===== config.mk =====
export PLATFORM = sky130hd
export DESIGN_NAME = dns_response_a_record_extractor
export DESIGN_NICKNAME = d
export VERILOG_FILES = /design/src/dra_pkg.sv /design/src/dra_parser.sv /design/src/dra_out_reg.sv /design/src/dns_response_a_record_extractor.sv
export SDC_FILE = /design/constraint.sdc
export NUM_CORES = 1
export LEC_CHECK = 0
export BUFFER_PORTS_ARGS = -buffer_cell sky130_fd_sc_hd__buf_2
export CAP_MARGIN = 0
export CELL_PAD_IN_SITES_DETAIL_PLACEMENT = 2
export CELL_PAD_IN_SITES_GLOBAL_PLACEMENT = 2
export CORE_MARGIN = 3
export CORE_UTILIZATION = 43
export CTS_BUF_LIST = sky130_fd_sc_hd__clkbuf_8
export DETAILED_ROUTE_END_ITERATION = 16
export PLACE_DENSITY = 0.95
export SYNTH_ARGS = -nofsm -noshare
export SYNTH_HDL_FRONTEND = slang
export SYNTH_SLANG_ARGS = --single-unit

===== constraint.sdc =====
create_clock -name clk_i -period 9.5 [get_ports clk_i]
set_input_delay 0.95 -clock clk_i [delete_from_list [all_inputs] [get_ports clk_i]]
set_output_delay 0.95 -clock clk_i [all_outputs]
set_load 0.05 [all_outputs]

===== src/dra_pkg.sv =====
// Package: shared types and constants for the DNS A-record extractor.
package dra_pkg;

  // Default message buffer size in bytes
  localparam int DRA_MAX_MSG_BYTES = 512;

  // Header layout and record field lengths
  localparam int HDR_LEN     = 12;
  localparam int QFIXED_LEN  = 4;
  localparam int AFIXED_LEN  = 10;
  localparam int LABEL_MAX   = 63;

  // Bit masks on header and name bytes
  localparam logic [7:0] PTR_MASK   = 8'hC0;
  localparam logic [7:0] RESP_MASK  = 8'h80;
  localparam logic [7:0] RCODE_MASK = 8'h0F;

  // Record type and data length of an IPv4 address record
  localparam logic [15:0] TYPE_A   = 16'd1;
  localparam logic [15:0] A_RDLEN  = 16'd4;

  // Parse phases
  typedef enum logic [3:0] {
    PH_HEADER = 4'd0,
    PH_QNAME  = 4'd1,
    PH_QPTR   = 4'd2,
    PH_QFIXED = 4'd3,
    PH_ANAME  = 4'd4,
    PH_APTR   = 4'd5,
    PH_AFIXED = 4'd6,
    PH_ASKIP  = 4'd7,
    PH_ACAP   = 4'd8,
    PH_IDLE   = 4'd9,
    PH_QBAD   = 4'd10
  } phase_e;

  // Result status codes
  typedef enum logic [2:0] {
    ST_OK        = 3'd0,
    ST_SHORT     = 3'd1,
    ST_ID        = 3'd2,
    ST_NOT_RESP  = 3'd3,
    ST_RCODE     = 3'd4,
    ST_BAD_QUEST = 3'd5,
    ST_NO_RECORD = 3'd6
  } status_e;

  // Input word: one message byte
  typedef struct packed {
    logic [7:0] data_byte;
    logic       last_byte;
  } in_word_t;

  // Result word: one per message
  typedef struct packed {
    logic        found;
    logic [31:0] ipv4_addr;
    logic [2:0]  status;
  } out_word_t;

endpackage


===== src/dra_parser.sv =====
// Byte parser: message state registers and per-byte next-state logic.
module dra_parser #(
  parameter int MAX_MSG_BYTES = dra_pkg::DRA_MAX_MSG_BYTES
) (
  input  logic               clk_i,
  input  logic               rst_ni,
  input  logic               cfg_we_i,
  input  logic [15:0]        cfg_wdata_i,
  input  logic               take_i,
  input  dra_pkg::in_word_t  word_i,
  output logic               res_valid_o,
  output dra_pkg::out_word_t res_word_o
);

  localparam int CntW = $clog2(MAX_MSG_BYTES + 1);

  typedef enum logic [1:0] {NM_MORE, NM_END, NM_PTR, NM_BAD} name_e;

  logic [15:0]      expected_id_q;
  logic [CntW-1:0]  count_q, count_d;
  dra_pkg::phase_e  phase_q, phase_d;
  dra_pkg::status_e hdr_err_q, hdr_err_d;
  logic [15:0]      quest_q, quest_d;
  logic [15:0]      ans_q, ans_d;
  logic [7:0]       label_q, label_d;
  logic [3:0]       field_q, field_d;
  logic [15:0]      rtype_q, rtype_d;
  logic [15:0]      rdlen_q, rdlen_d;
  logic [31:0]      addr_q, addr_d;
  logic             found_q, found_d;

  logic             in_buf;
  logic             go_next;
  name_e            nm_res;
  logic [7:0]       nm_label;
  logic [7:0]       b;
  dra_pkg::status_e status;

  assign b      = word_i.data_byte;
  assign in_buf = (count_q < CntW'(MAX_MSG_BYTES));

  // Name byte decode: label skip, end, pointer or bad length
  always_comb begin
    nm_label = label_q;
    nm_res   = NM_MORE;
    if (label_q != 8'd0) begin
      nm_label = label_q - 8'd1;
    end else if (b == 8'd0) begin
      nm_res = NM_END;
    end else if ((b & dra_pkg::PTR_MASK) == dra_pkg::PTR_MASK) begin
      nm_res = NM_PTR;
    end else if (b > 8'(dra_pkg::LABEL_MAX)) begin
      nm_res = NM_BAD;
    end else begin
      nm_label = b;
    end
  end

  // Next message state for one byte
  always_comb begin
    count_d   = count_q;
    phase_d   = phase_q;
    hdr_err_d = hdr_err_q;
    quest_d   = quest_q;
    ans_d     = ans_q;
    label_d   = label_q;
    field_d   = field_q;
    rtype_d   = rtype_q;
    rdlen_d   = rdlen_q;
    addr_d    = addr_q;
    found_d   = found_q;
    go_next   = 1'b0;

    if (in_buf) begin
      count_d = count_q + CntW'(1);
      unique case (phase_q)
        dra_pkg::PH_HEADER: begin
          if (count_q == CntW'(0) && b != expected_id_q[15:8] &&
              hdr_err_d == dra_pkg::ST_OK) begin
            hdr_err_d = dra_pkg::ST_ID;
          end
          if (count_q == CntW'(1) && b != expected_id_q[7:0] &&
              hdr_err_d == dra_pkg::ST_OK) begin
            hdr_err_d = dra_pkg::ST_ID;
          end
          if (count_q == CntW'(2) && (b & dra_pkg::RESP_MASK) == 8'd0 &&
              hdr_err_d == dra_pkg::ST_OK) begin
            hdr_err_d = dra_pkg::ST_NOT_RESP;
          end
          if (count_q == CntW'(3) && (b & dra_pkg::RCODE_MASK) != 8'd0 &&
              hdr_err_d == dra_pkg::ST_OK) begin
            hdr_err_d = dra_pkg::ST_RCODE;
          end
          if (count_q == CntW'(4) || count_q == CntW'(5)) begin
            quest_d = {quest_q[7:0], b};
          end
          if (count_q == CntW'(6) || count_q == CntW'(7)) begin
            ans_d = {ans_q[7:0], b};
          end
          if (count_q == CntW'(dra_pkg::HDR_LEN - 1)) begin
            if (hdr_err_d != dra_pkg::ST_OK) begin
              phase_d = dra_pkg::PH_IDLE;
            end else if (quest_d != 16'd0) begin
              label_d = 8'd0;
              phase_d = dra_pkg::PH_QNAME;
            end else begin
              go_next = 1'b1;
            end
          end
        end
        dra_pkg::PH_QNAME: begin
          label_d = nm_label;
          unique case (nm_res)
            NM_END: begin
              field_d = 4'd0;
              phase_d = dra_pkg::PH_QFIXED;
            end
            NM_PTR:  phase_d = dra_pkg::PH_QPTR;
            NM_BAD:  phase_d = dra_pkg::PH_QBAD;
            default: ;
          endcase
        end
        dra_pkg::PH_QPTR: begin
          field_d = 4'd0;
          phase_d = dra_pkg::PH_QFIXED;
        end
        dra_pkg::PH_QFIXED: begin
          field_d = field_q + 4'd1;
          if (field_d >= 4'(dra_pkg::QFIXED_LEN)) begin
            field_d = 4'd0;
            quest_d = quest_q - 16'd1;
            if (quest_d == 16'd0) begin
              go_next = 1'b1;
            end else begin
              label_d = 8'd0;
              phase_d = dra_pkg::PH_QNAME;
            end
          end
        end
        dra_pkg::PH_ANAME: begin
          label_d = nm_label;
          unique case (nm_res)
            NM_END: begin
              field_d = 4'd0;
              phase_d = dra_pkg::PH_AFIXED;
            end
            NM_PTR:  phase_d = dra_pkg::PH_APTR;
            NM_BAD:  phase_d = dra_pkg::PH_IDLE;
            default: ;
          endcase
        end
        dra_pkg::PH_APTR: begin
          field_d = 4'd0;
          phase_d = dra_pkg::PH_AFIXED;
        end
        dra_pkg::PH_AFIXED: begin
          // type in bytes 0-1, data length in bytes 8-9
          if (field_q < 4'd2) begin
            rtype_d = {rtype_q[7:0], b};
          end else if (field_q >= 4'd8) begin
            rdlen_d = {rdlen_q[7:0], b};
          end
          field_d = field_q + 4'd1;
          if (field_d >= 4'(dra_pkg::AFIXED_LEN)) begin
            ans_d = ans_q - 16'd1;
            if (rtype_d == dra_pkg::TYPE_A && rdlen_d == dra_pkg::A_RDLEN) begin
              addr_d  = 32'd0;
              phase_d = dra_pkg::PH_ACAP;
            end else if (rdlen_d == 16'd0) begin
              go_next = 1'b1;
            end else begin
              phase_d = dra_pkg::PH_ASKIP;
            end
          end
        end
        dra_pkg::PH_ASKIP: begin
          rdlen_d = rdlen_q - 16'd1;
          if (rdlen_d == 16'd0) begin
            go_next = 1'b1;
          end
        end
        dra_pkg::PH_ACAP: begin
          addr_d  = {addr_q[23:0], b};
          rdlen_d = rdlen_q - 16'd1;
          if (rdlen_d == 16'd0) begin
            found_d = 1'b1;
            phase_d = dra_pkg::PH_IDLE;
          end
        end
        default: ;
      endcase

      // start the next answer record, or stop when none is left
      if (go_next) begin
        label_d = 8'd0;
        field_d = 4'd0;
        phase_d = (ans_d == 16'd0) ? dra_pkg::PH_IDLE : dra_pkg::PH_ANAME;
      end
    end
  end

  // Result status from the state after this byte
  always_comb begin
    if (count_d < CntW'(dra_pkg::HDR_LEN)) begin
      status = dra_pkg::ST_SHORT;
    end else if (hdr_err_d != dra_pkg::ST_OK) begin
      status = hdr_err_d;
    end else if (phase_d == dra_pkg::PH_QNAME || phase_d == dra_pkg::PH_QPTR ||
                 phase_d == dra_pkg::PH_QFIXED || phase_d == dra_pkg::PH_QBAD) begin
      status = dra_pkg::ST_BAD_QUEST;
    end else begin
      status = found_d ? dra_pkg::ST_OK : dra_pkg::ST_NO_RECORD;
    end
  end

  assign res_valid_o          = take_i && word_i.last_byte;
  assign res_word_o.found     = found_d && (status == dra_pkg::ST_OK);
  assign res_word_o.ipv4_addr = res_word_o.found ? addr_d : 32'd0;
  assign res_word_o.status    = status;

  // Expected transaction id register
  always_ff @(posedge clk_i or negedge rst_ni) begin
    if (!rst_ni) begin
      expected_id_q <= 16'd0;
    end else if (cfg_we_i) begin
      expected_id_q <= cfg_wdata_i;
    end
  end

  // Message state; cleared after the final byte
  always_ff @(posedge clk_i or negedge rst_ni) begin
    if (!rst_ni) begin
      count_q   <= '0;
      phase_q   <= dra_pkg::PH_HEADER;
      hdr_err_q <= dra_pkg::ST_OK;
      quest_q   <= 16'd0;
      ans_q     <= 16'd0;
      label_q   <= 8'd0;
      field_q   <= 4'd0;
      rtype_q   <= 16'd0;
      rdlen_q   <= 16'd0;
      addr_q    <= 32'd0;
      found_q   <= 1'b0;
    end else if (take_i) begin
      if (word_i.last_byte) begin
        count_q   <= '0;
        phase_q   <= dra_pkg::PH_HEADER;
        hdr_err_q <= dra_pkg::ST_OK;
        quest_q   <= 16'd0;
        ans_q     <= 16'd0;
        label_q   <= 8'd0;
        field_q   <= 4'd0;
        rtype_q   <= 16'd0;
        rdlen_q   <= 16'd0;
        addr_q    <= 32'd0;
        found_q   <= 1'b0;
      end else begin
        count_q   <= count_d;
        phase_q   <= phase_d;
        hdr_err_q <= hdr_err_d;
        quest_q   <= quest_d;
        ans_q     <= ans_d;
        label_q   <= label_d;
        field_q   <= field_d;
        rtype_q   <= rtype_d;
        rdlen_q   <= rdlen_d;
        addr_q    <= addr_d;
        found_q   <= found_d;
      end
    end
  end

endmodule


===== src/dra_out_reg.sv =====
// Result register: holds one result word until downstream takes it.
module dra_out_reg (
  input  logic               clk_i,
  input  logic               rst_ni,
  input  logic               load_i,
  input  dra_pkg::out_word_t word_i,
  input  logic               out_stall_i,
  output logic               out_valid_o,
  output dra_pkg::out_word_t out_word_o,
  output logic               full_o
);

  logic               valid_q, valid_d;
  dra_pkg::out_word_t word_q;

  // stays full only while the held word is stalled
  assign full_o  = valid_q && out_stall_i;
  assign valid_d = load_i || full_o;

  always_ff @(posedge clk_i or negedge rst_ni) begin
    if (!rst_ni) begin
      valid_q <= 1'b0;
    end else begin
      valid_q <= valid_d;
    end
  end

  // payload needs no reset
  always_ff @(posedge clk_i) begin
    if (load_i) begin
      word_q <= word_i;
    end
  end

  assign out_valid_o = valid_q;
  assign out_word_o  = word_q;

endmodule


===== src/dns_response_a_record_extractor.sv =====
// Top level of the DNS response A-record extractor.
// Takes a DNS response, one byte per word and per unstalled clock, and after
// the byte flagged last delivers one result word (found flag, IPv4 address,
// status) on the following cycle from a result register. The only stall
// source is that register: input stalls while a result waits and the output
// side stalls. Write expected_id before each response; bytes past
// MAX_MSG_BYTES are dropped, but a last flag on them still ends the message.
module dns_response_a_record_extractor #(
  parameter int MAX_MSG_BYTES = dra_pkg::DRA_MAX_MSG_BYTES
) (
  input  logic               clk_i,
  input  logic               rst_ni,
  input  logic               cfg_we_i,
  input  logic [15:0]        cfg_wdata_i,
  input  logic               in_valid_i,
  output logic               in_stall_o,
  input  dra_pkg::in_word_t  in_word_i,
  output logic               out_valid_o,
  input  logic               out_stall_i,
  output dra_pkg::out_word_t out_word_o
);

  logic               take;
  logic               res_valid;
  dra_pkg::out_word_t res_word;
  logic               full;

  // input handshake
  assign in_stall_o = full;
  assign take       = in_valid_i && !full;

  dra_parser #(
    .MAX_MSG_BYTES(MAX_MSG_BYTES)
  ) u_parser (
    .clk_i       (clk_i),
    .rst_ni      (rst_ni),
    .cfg_we_i    (cfg_we_i),
    .cfg_wdata_i (cfg_wdata_i),
    .take_i      (take),
    .word_i      (in_word_i),
    .res_valid_o (res_valid),
    .res_word_o  (res_word)
  );

  dra_out_reg u_out_reg (
    .clk_i       (clk_i),
    .rst_ni      (rst_ni),
    .load_i      (res_valid),
    .word_i      (res_word),
    .out_stall_i (out_stall_i),
    .out_valid_o (out_valid_o),
    .out_word_o  (out_word_o),
    .full_o      (full)
  );

endmodule


# After elaboration in Yosys (flattened, before gate mapping)
# Index checks and enable logic that the tools add are counted.
[totals]
regBits = 179
output_inout_bits = 38
inputBits = 30
wordCells = 226
[op_classes]
n_eq_ne = 38
addsub = 6
n_mux = 106
n_lt_le_gt_ge = 7
reduce_logical = 53
[op_table]
columns = ["operator", "n"]
rows = [
  ["two-way mux 16 bit", 23],
  ["two-way mux 32 bit", 4],
  ["two-way mux 8 bit", 12],
  ["case mux 16 bit (2 select lines)", 3],
  ["two-way mux 4 bit", 18],
  ["logical NOT 16 bit", 4],
  ["case mux 32 bit (2 select lines)", 1],
  ["two-way mux 3 bit", 19],
  ["subtractor 16 x 1 -> 16 bit, second input constant", 3],
  ["== test 10 x 3 -> 1 bit, second input constant", 4],
  ["case mux 4 bit (8 select lines)", 1],
  ["case mux 4 bit (3 select lines)", 2],
  ["case mux 8 bit (3 select lines)", 1],
  ["== test 10 x 2 -> 1 bit, second input constant", 2],
  ["two-way mux 10 bit", 2],
  ["== test 16 x 1 -> 1 bit, second input constant", 1],
  ["== test 16 x 3 -> 1 bit, second input constant", 1],
  ["== test 4 x 2 -> 1 bit, second input constant", 4],
  ["== test 4 x 3 -> 1 bit, second input constant", 4],
  ["logical NOT 8 bit", 2],
  ["inequality test 8 bit", 2],
  ["case mux 4 bit (4 select lines)", 1],
  ["nonzero test 16 bit", 1],
  ["nonzero test 8 bit", 2],
  ["38 further kinds", 93],
]

# Depth between registers and ports, before layout
# Gate-level depths: netlist (run 1).
[depth]
word_depth = 37
mapped_depth = 19
depth_no_buf = 17

# Hierarchy
# From an unflattened synthesis (run 1), not the netlist that was laid out.
[hier_totals]
hier_cells = 1288
hier_area_um2 = 11452.2
[by_module_without_submodules]
columns = ["mod", "n_inst", "area_each_um2", "cells_per_inst"]
rows = [
  ["dra_parser", 1, 10318.6, 1248],
  ["dra_out_reg", 1, 1119.8, 39],
  ["dns_response_a_record_extractor", 1, 13.8, 1],
]

# Least setup slack after synthesis (run 1)
# Ideal clock, no wire load.
[synth_path]
path_kind = "input-to-reg"
from = "input in_word_i[3] (netlist bit)"
to = "register u_out_reg.word_q (netlist bit u_out_reg.out_word_o[0]) (data pin)"
path_slack_ns = 5.198
t_required_ns = 9.237
path_stages = 16
t_arrival_ns = 4.039
setup_ns = 0.263
path_cell_list = "clkbuf_1 nor3_1 nand2b_1 nor4b_1 nor2_1 nor2_1 inv_1 ha_1 nor2_1 nor3_1 nor4_1 o221ai_1 a221o_1 o22ai_1 mux2_4 a2111o_1"
[synth_rtl]
columns = ["element", "line", "rtl"]
rows = [
  ["from (decl)", "dns_response_a_record_extractor.sv:17", "input dra_pkg::in_word_t in_word_i,"],
  ["to (signal assigned)", "dra_out_reg.sv:31", "word_q <= word_i;"],
  ["to (decl)", "dra_out_reg.sv:14", "dra_pkg::out_word_t word_q;"],
]

# Final worst setup path (run 1)
[layout_path]
from = "register u_parser.label_q[0]"
to = "register u_out_reg.word_q (netlist bit u_out_reg.out_word_o[17]) (data pin)"
[layout_between]
elab_chain_len = 16
word_cells_on_any_way = 22
classes_between = "eq/ne: 7; mux: 9; reduce/logical: 6"
[layout_rtl]
columns = ["element", "line", "rtl"]
rows = [
  ["from (decl)", "dra_parser.sv:25", "logic [7:0] label_q, label_d;"],
  ["from (signal assigned)", "dra_parser.sv:263", "label_q <= label_d;"],
  ["nonzero test 8 bit (*)", "dra_parser.sv:46", "if (label_q != 8'd0) begin"],
  ["two-way mux 2 bit (*)", "dra_parser.sv:46", ""],
  ["== test 2 bit or == test 2 x 1 -> 1 bit (tied branches)", "dra_parser.sv:113, dra_parser.sv:142", ""],
  ["case mux 4 bit (3 select lines) (on tied branches)", "dra_parser.sv:142, dra_parser.sv:113", ""],
  ["case mux 4 bit (8 select lines) (*)", "dra_parser.sv:76", "unique case (phase_q)"],
  ["two-way mux 4 bit (*)", "dra_parser.sv:194", "if (go_next) begin"],
  ["two-way mux 4 bit (*)", "dra_parser.sv:74", "if (in_buf) begin"],
  ["== test 4 x 1 -> 1 bit or == test 4 x 2 -> 1 bit (tied branches)", "dra_parser.sv:208", "end else if (phase_d == dra_pkg::PH_QNAME || phase_d == dra_pkg::PH_QPTR ||"],
  ["logical OR 1 bit (2 in series)", "dra_parser.sv:208", ""],
  ["logical OR 1 bit (*)", "dra_parser.sv:209", "phase_d == dra_pkg::PH_QFIXED || phase_d == dra_pkg::PH_QBAD) begin"],
  ["two-way mux 3 bit (*)", "dra_parser.sv:208", ""],
  ["two-way mux 3 bit (*)", "dra_parser.sv:206", "end else if (hdr_err_d != dra_pkg::ST_OK) begin"],
  ["two-way mux 3 bit (*)", "dra_parser.sv:204", "if (count_d < CntW'(dra_pkg::HDR_LEN)) begin"],
  ["logical NOT 3 bit (*)", "dra_parser.sv:217", "assign res_word_o.found = found_d && (status == dra_pkg::ST_OK);"],
  ["logical AND 1 bit (*)", "dra_parser.sv:217", ""],
]
# Mark *: on every way between the ends. The rest lies on a longest branch, timed or not.
# A chain may end at the register's enable or synchronous reset.

==> results.ini, run 1 <==
[outcome]
status = completed

[sta]
hold_viol_final = 0
rsz0062_at_grt = no
slew_headroom_pct = 8.507
worst_slew_pin_slew_ns = 1.372
fin_crit_sh_pct = 60.99
fin_skew_ns = 0.03022
finalSetupTns_ns = 0
fmax_mhz = 172.6
slew_viol_final = 0
setup_violations = 0
period_needed_ns = 5.794

[finish]
drive_above_1_share_pct = 13.35
mostFrequentLayoutCell = dfrtp_1
antenna_cells = 0
mostFrequentLayoutCells = dfrtp_1, nand2_1, o21ai_0, nor2_1, nor3_1
area_growth_pct = 7.533
nFillCells = 2696
seqCellArea_um2 = 4659
multi_input_area_um2 = 6077
utilization_pct = 47.62
num-nets-final = 1340

[critical_path]
worstSetupEndpoint = u_out_reg.out_word_o[17]
critPathRequiredTime_ns = 9.75
reg2reg_from = u_parser.label_q[0]
path_class = reg2reg
critPathTopFamily = simple AND/OR/NAND/NOR gates
worst-path-stages = 17
cp_slowest_cell = nor4_1
crit_path_start_kind = flip-flop
cp-startpoint = u_parser.label_q[0]
worstPathCellList = inv_1 -> ha_1 -> nand2b_1 -> or2_2 -> nor4_1 -> nand2b_1 -> nor2_1 -> inv_1 -> ha_1 -> nor2_1 -> nor3_1 -> nor4_1 -> o221ai_1 -> a221o_1 -> o22ai_1 -> mux2_4 -> nor3_1
cp-end-kind = flip-flop
path_max_fanout = 36
slowest_delay_ns = 0.82
path_buf_inv = 2
cp.arrival_ns = 6.05
r2r_slack_ns = 3.71
r2r_end = u_out_reg.out_word_o[17]
r2r_cells = 17

[clocking]
numClockSinks = 179
clock_latency_ns = 0.51
hold_buffers = 0
postCtsSetupBuffers = 0
htreeDepth = 4
cts-resized-gates = 0
path_clk_slew_ns = 0.12
clk_path_buf_depth = 2
root_buffer = clkbuf_8
numCtsBuffers = 17
cts_tree = built

[yosys]
synth_ff_type = dfrtp_1
ys_async_sr_fraction_pct = 79.89
synth_area_um2 = 11310
synth_edf_count = 36
yosys.cell_types.count = 91
seq_area_frac_synth_pct = 41.19
ys_ff_latch = 179
synth.net_count = 1343
avgSynthCellArea_um2 = 8.749
yosys_warnings = 0
synth_cells = 1293

[floorplan]
die_height_um = 168.2
die_area_um2 = 28290
row_count = 58
start_util_pct = 44.28
core_um2 = 25540
ios = 68
chipWidth_um = 168.2

[flow_run]
cap_violations = 0

[routing]
wire_per_inst_um = 35.21
firstDrtPassIters = 7
vias = 12442
drcViolationCount = 0
routed_via_density = 7.619
detail-route-antenna-nets = 0
wl_mm = 57.50
drt_iter0_drc = 1753

[power]
intPower_mw = 1.479
p_clk_share_pct = 19.4
power_leakage_nw = 4.823
p_per_area_nw_per_um2 = 247.0
swShare_pct = 50.77
power_frac_seq_pct = 37.7
switching_power_mw = 1.526
ir_drop_v = 0.0001267
power_frac_comb_pct = 43.0

[global_routing]
grt_overflow = 0
antenna_found_initial = 0
grt_usage_pct = 39.64
grt_pass1_vias = 13226
grt_pass1_wl_mm = 86.15
grt_max_degree = 102

[placed_design]
gp_congestion = 0.9348
dpl.hpwl_mm = 33.72
port_buffers = 67

[worst_hold_path]
hp-class = reg2reg

[synthesized netlist by cell type (6+ instances only)]
| master | number | area share (%) |
|---|---|---|
| nand4_1 | 21 | 1.2 |
| nand2_1 | 137 | 4.5 |
| o22a_1 | 7 | 0.54 |
| a31oi_1 | 20 | 1.1 |
| nor3_1 | 74 | 3.3 |
| o211ai_1 | 7 | 0.46 |
| inv_1 | 32 | 1.1 |
| mux2_2 | 18 | 1.8 |
| or3_1 | 12 | 0.66 |
| buf_2 | 6 | 0.27 |
| and3_1 | 7 | 0.39 |
| edfxtp_1 | 36 | 9.6 |
| clkbuf_1 | 88 | 2.9 |
| nor2b_1 | 7 | 0.39 |
| o22ai_1 | 11 | 0.61 |
| a22o_1 | 31 | 2.4 |
| nand2b_1 | 12 | 0.66 |
| nor4b_1 | 7 | 0.54 |
| dfrtp_1 | 143 | 32 |
| a211oi_1 | 15 | 1.0 |
| mux2i_1 | 10 | 0.88 |
| ha_1 | 20 | 2.2 |
| or4_1 | 11 | 0.73 |
| o21a_1 | 7 | 0.46 |
| nand3_1 | 30 | 1.3 |
| buf_1 | 7 | 0.23 |
| nor4_1 | 23 | 1.3 |
| or2_2 | 7 | 0.39 |
| nor2_1 | 92 | 3.1 |
| xnor2_1 | 26 | 2.0 |
| o31ai_1 | 13 | 0.86 |
| a22oi_1 | 64 | 4.2 |
| o21ai_0 | 123 | 5.4 |
| a21oi_1 | 61 | 2.7 |
[flip-flops by register name, summed over array words and instances (netlist names), 3 cells and up]
register and count:
u_parser.phase_q 4, u_parser.ans_q 16, u_parser.label_q 8, u_parser.addr_q 32
u_parser.count_q 10, u_parser.hdr_err_q 3, u_out_reg.out_word_o 36, u_parser.expected_id_q 16
u_parser.quest_q 16, u_parser.rdlen_q 16, u_parser.field_q 4, u_parser.rtype_q 16
[cell families (layout without fill, tap and decap cells)]
family	count (synthesis)	in the layout	share of synthesized area [%]
AOI/OAI and AO/OA	422	422	25.23
buffers and inverters	142	152	5.265
adders and majority gates	20	20	2.212
muxes	29	29	2.809
xor gates and xnor gates	29	29	2.245
DFF	179	179	41.19
and+or+nand+nor	472	472	21.05
[metrics by stage]
step                      setup WS [ns]  hold slack (ns)  total power, mW  cell area (um^2)  instances
after CTS                         3.876           0.5389            2.936             12160       1633
after global placement            4.693           0.4764            2.117             11760       1601
after floorplan                   5.198           0.4632            1.839             11310       1293
after detailed placement          4.146           0.4951            2.256             11760       1601
after global routing              3.472           0.5656            3.094             12160       1633
final                             3.706           0.5424            3.005             12160       1633
[power groups by stage]
| stage | registers (mW) | clock network [mW] | logic (mW) |
|---|---|---|---|
| floorplan | 1.02 | 0 | 0.816 |
| global placement | 1.08 | 0 | 1.03 |
| detailed placement | 1.11 | 0 | 1.14 |
| CTS | 1.11 | 0.579 | 1.24 |
| global route | 1.14 | 0.605 | 1.35 |
| finish | 1.13 | 0.582 | 1.29 |
[cell type report]
type	instances	area share, %
clock inverters	15	1.389
clock buffers	17	1.923
flip-flops and latches	179	38.30
multi-input cells	972	49.96
inverters	34	1.049
well taps	330	3.394
repair buffers	86	3.981
[worst register-to-register path: cells and delay by family, from the launching register on]
kind	cells	cell delay [ns]
fa+ha+maj	2	0.41
buf+inv	2	0.25
flops	1	0.46
compound gates	3	0.70
mux	1	0.53
simple gates	9	3.20
[how the worst min path moves through the flow]
| stage | start | endpoint | slack, ns | cells past startpoint |
|---|---|---|---|---|
| 2_1_floorplan | u_parser.label_q[1] | u_parser.label_q[1] | 0.46 | 2 |
| 3_3_place_gp | u_parser.addr_q[30] | u_parser.addr_q[30] | 0.48 | 1 |
| 3_5_place_dp | u_parser.rtype_q[11] | u_parser.rtype_q[11] | 0.50 | 1 |
| 4_1_cts | u_parser.rtype_q[11] | u_parser.rtype_q[11] | 0.54 | 1 |
| 5_1_grt | u_parser.expected_id_q[8] | u_parser.expected_id_q[8] | 0.57 | 1 |
| 6_report | u_parser.ans_q[11] | u_parser.ans_q[11] | 0.54 | 2 |
[routing by layer]
layer / part of all wire, % / global-route usage [%] / vias up
met5: 0 / 0 / -
met4: 6.7 / 22.41 / 0
met1: 37 / 47.72 / 6269
met2: 48 / 66.58 / 992
li1: - / - / 4841
met3: 8.8 / 7.631 / 340
(Power assumes the default switching activity.)
==> run 2, diff against run 1 <==
--- a/config.mk
+++ b/config.mk
@@ -10,10 +10,10 @@
 export CELL_PAD_IN_SITES_DETAIL_PLACEMENT = 2
 export CELL_PAD_IN_SITES_GLOBAL_PLACEMENT = 2
 export CORE_MARGIN = 3
-export CORE_UTILIZATION = 43
+export CORE_UTILIZATION = 36
 export CTS_BUF_LIST = sky130_fd_sc_hd__clkbuf_8
 export DETAILED_ROUTE_END_ITERATION = 16
-export PLACE_DENSITY = 0.95
+export PLACE_DENSITY = 0.87
 export SYNTH_ARGS = -nofsm -noshare
 export SYNTH_HDL_FRONTEND = slang
 export SYNTH_SLANG_ARGS = --single-unit
==> constraint.sdc (replaced) <==
create_clock -name clk_i -period 5.1 [get_ports clk_i]
set_input_delay 0.51 -clock clk_i [delete_from_list [all_inputs] [get_ports clk_i]]
set_output_delay 0.51 -clock clk_i [all_outputs]
set_load 0.05 [all_outputs]
==> results.ini, run 2 (synthesis results as in run 1) <==
[outcome]
status = completed

[finish]
area_growth_pct = 9.325
num-nets-final = 1355
largest_reg_flops = 36
drive_above_1_share_pct = 14.49
mostFrequentLayoutCell = dfrtp_1
antenna_cells = 0
mostFrequentLayoutCells = dfrtp_1, nand2_1, o21ai_0, nor2_1, nor3_1

[routing]
routed_via_density = 6.565
vias = 11253
detail-route-antenna-nets = 0
wire_per_inst_um = 26.65
route.met2.wl_mm = 22.70
wl_mm = 45.68
firstDrtPassIters = 6
highest_layer = met4
drt_iter0_drc = 1041
met1_length_mm = 19.49
drcViolationCount = 0
wl_met3_mm = 2.147

[global_routing]
grt_max_degree = 82
antenna_found_initial = 0
grt_pass1_vias = 11995
grt_overflow = 0
grt_usage_pct = 26.75
grt_pass1_wl_mm = 71.27

[sta]
setup_violations = 0
fin_skew_ns = 0.02574
slew_viol_final = 0
fin_crit_sh_pct = 92.21
fin_ws_ns = 0.3975
worst_slew_pin_slew_ns = 1.270
period_needed_ns = 4.702
finalSetupTns_ns = 0
rsz0062_at_grt = no
fmax_mhz = 212.7
hold_viol_final = 0
slew_headroom_pct = 14.77

[clocking]
postCtsSetupBuffers = 0
root_buffer = clkbuf_8
path_clk_slew_ns = 0.11
cts_tree = built
numCtsBuffers = 17
clk_path_buf_depth = 2
clock_latency_ns = 0.51
htreeDepth = 4
numClockSinks = 179

[critical_path]
cp.arrival_ns = 5.01
reg2reg_from = u_parser.label_q[0]
r2r_slack_ns = 0.40
worstPathCellList = inv_1 -> ha_1 -> nand2b_1 -> or2_2 -> nor4_4 -> nand2b_1 -> or3_1 -> ha_1 -> nor2_1 -> nor2_1 -> nor4_1 -> o221ai_1 -> a221o_1 -> o22ai_1 -> mux2_4 -> buf_4 -> nor3_1
crit_path_start_kind = flip-flop
critPathRequiredTime_ns = 5.41
cp-startpoint = u_parser.label_q[0]
cp_slowest_cell = or3_1
path_class = reg2reg
cp-end-kind = flip-flop
slowest_delay_ns = 0.48
path_max_fanout = 33

[floorplan]
die_area_um2 = 33590
chipWidth_um = 183.3
row_count = 64
start_util_pct = 36.79
core_um2 = 30750
die_height_um = 183.3
ios = 68

[power]
power_leakage_nw = 4.887
ir_drop_v = 0.0001699
p_per_area_nw_per_um2 = 426.7

[placed_design]
dp_slack_ns = 0.1913
gp_congestion = 0.9072
port_buffers = 67
dpl.hpwl_mm = 30.13

[worst_hold_path]
hp-class = in2async

[flow_run]
cap_violations = 0

-- run 2: routing by layer --
metal / vias to the layer above / track usage [%]
met5: - / 0
met4: 0 / 9.354
met3: 102 / 3.669
met2: 405 / 46.10
met1: 5877 / 34.58
li1: 4869 / -
-- run 2: final timing paths --
kind	end	depth (start not counted)
setup reg to reg	u_out_reg.out_word_o[5]	17
setup / recovery	u_out_reg.out_word_o[5]	17
hold / removal	u_parser.rdlen_q[13]	1
min in group clk_i	u_parser.expected_id_q[8]	2
hold reg to reg	u_parser.addr_q[30]	1
max in group asynchronous	u_parser.count_q[7]	2
-- run 2: timing repair --
item / 4_1_cts / 5_1_grt
hold buffers: 0 / 0
gates resized for setup: 0 / 2
endpoints found under the setup margin: 0 / 36
-- run 2: area by class of cell --
cell class	count	area, um^2
fill	3399	18380
multi-input combinational	972	6087
sequential	179	4659
timing repair buffer	101	596.8
tap	396	495.5
clock buffer	17	234.0
clock inverter	15	166.4
inverter	34	127.6
-- run 2: worst max-delay path: cells and delay by family, from the launching register on --
kind,cells,cell delay [ns]
DFF,1,0.43
and+or+nand+nor,9,2.18
adders and majority gates,2,0.44
AOI/OAI and AO/OA,3,0.71
muxes,1,0.37
buffers and inverters,2,0.36
-- run 2: power breakdown --
group / internal, mW / switching [mW]
Combinational: 0.736 / 1.44
Clock: 0.368 / 0.670
Sequential: 1.67 / 0.394
-- run 2: metrics by stage --
stage / util (%) / power, mW / hold WS (ns) / cells / instance area, um^2
6_report: 40.22 / 5.276 / 0.06930 / 1714 / 12370
5_1_grt: 40.22 / 5.579 / 0.1135 / 1714 / 12370
2_1_floorplan: - / 3.426 / 0.2144 / 1293 / 11310
3_3_place_gp: 38.87 / 3.978 / 0.4783 / 1682 / 11950
4_1_cts: 40.17 / 5.217 / 0.08413 / 1714 / 12350
3_5_place_dp: 38.87 / 4.134 / 0.5004 / 1682 / 11950
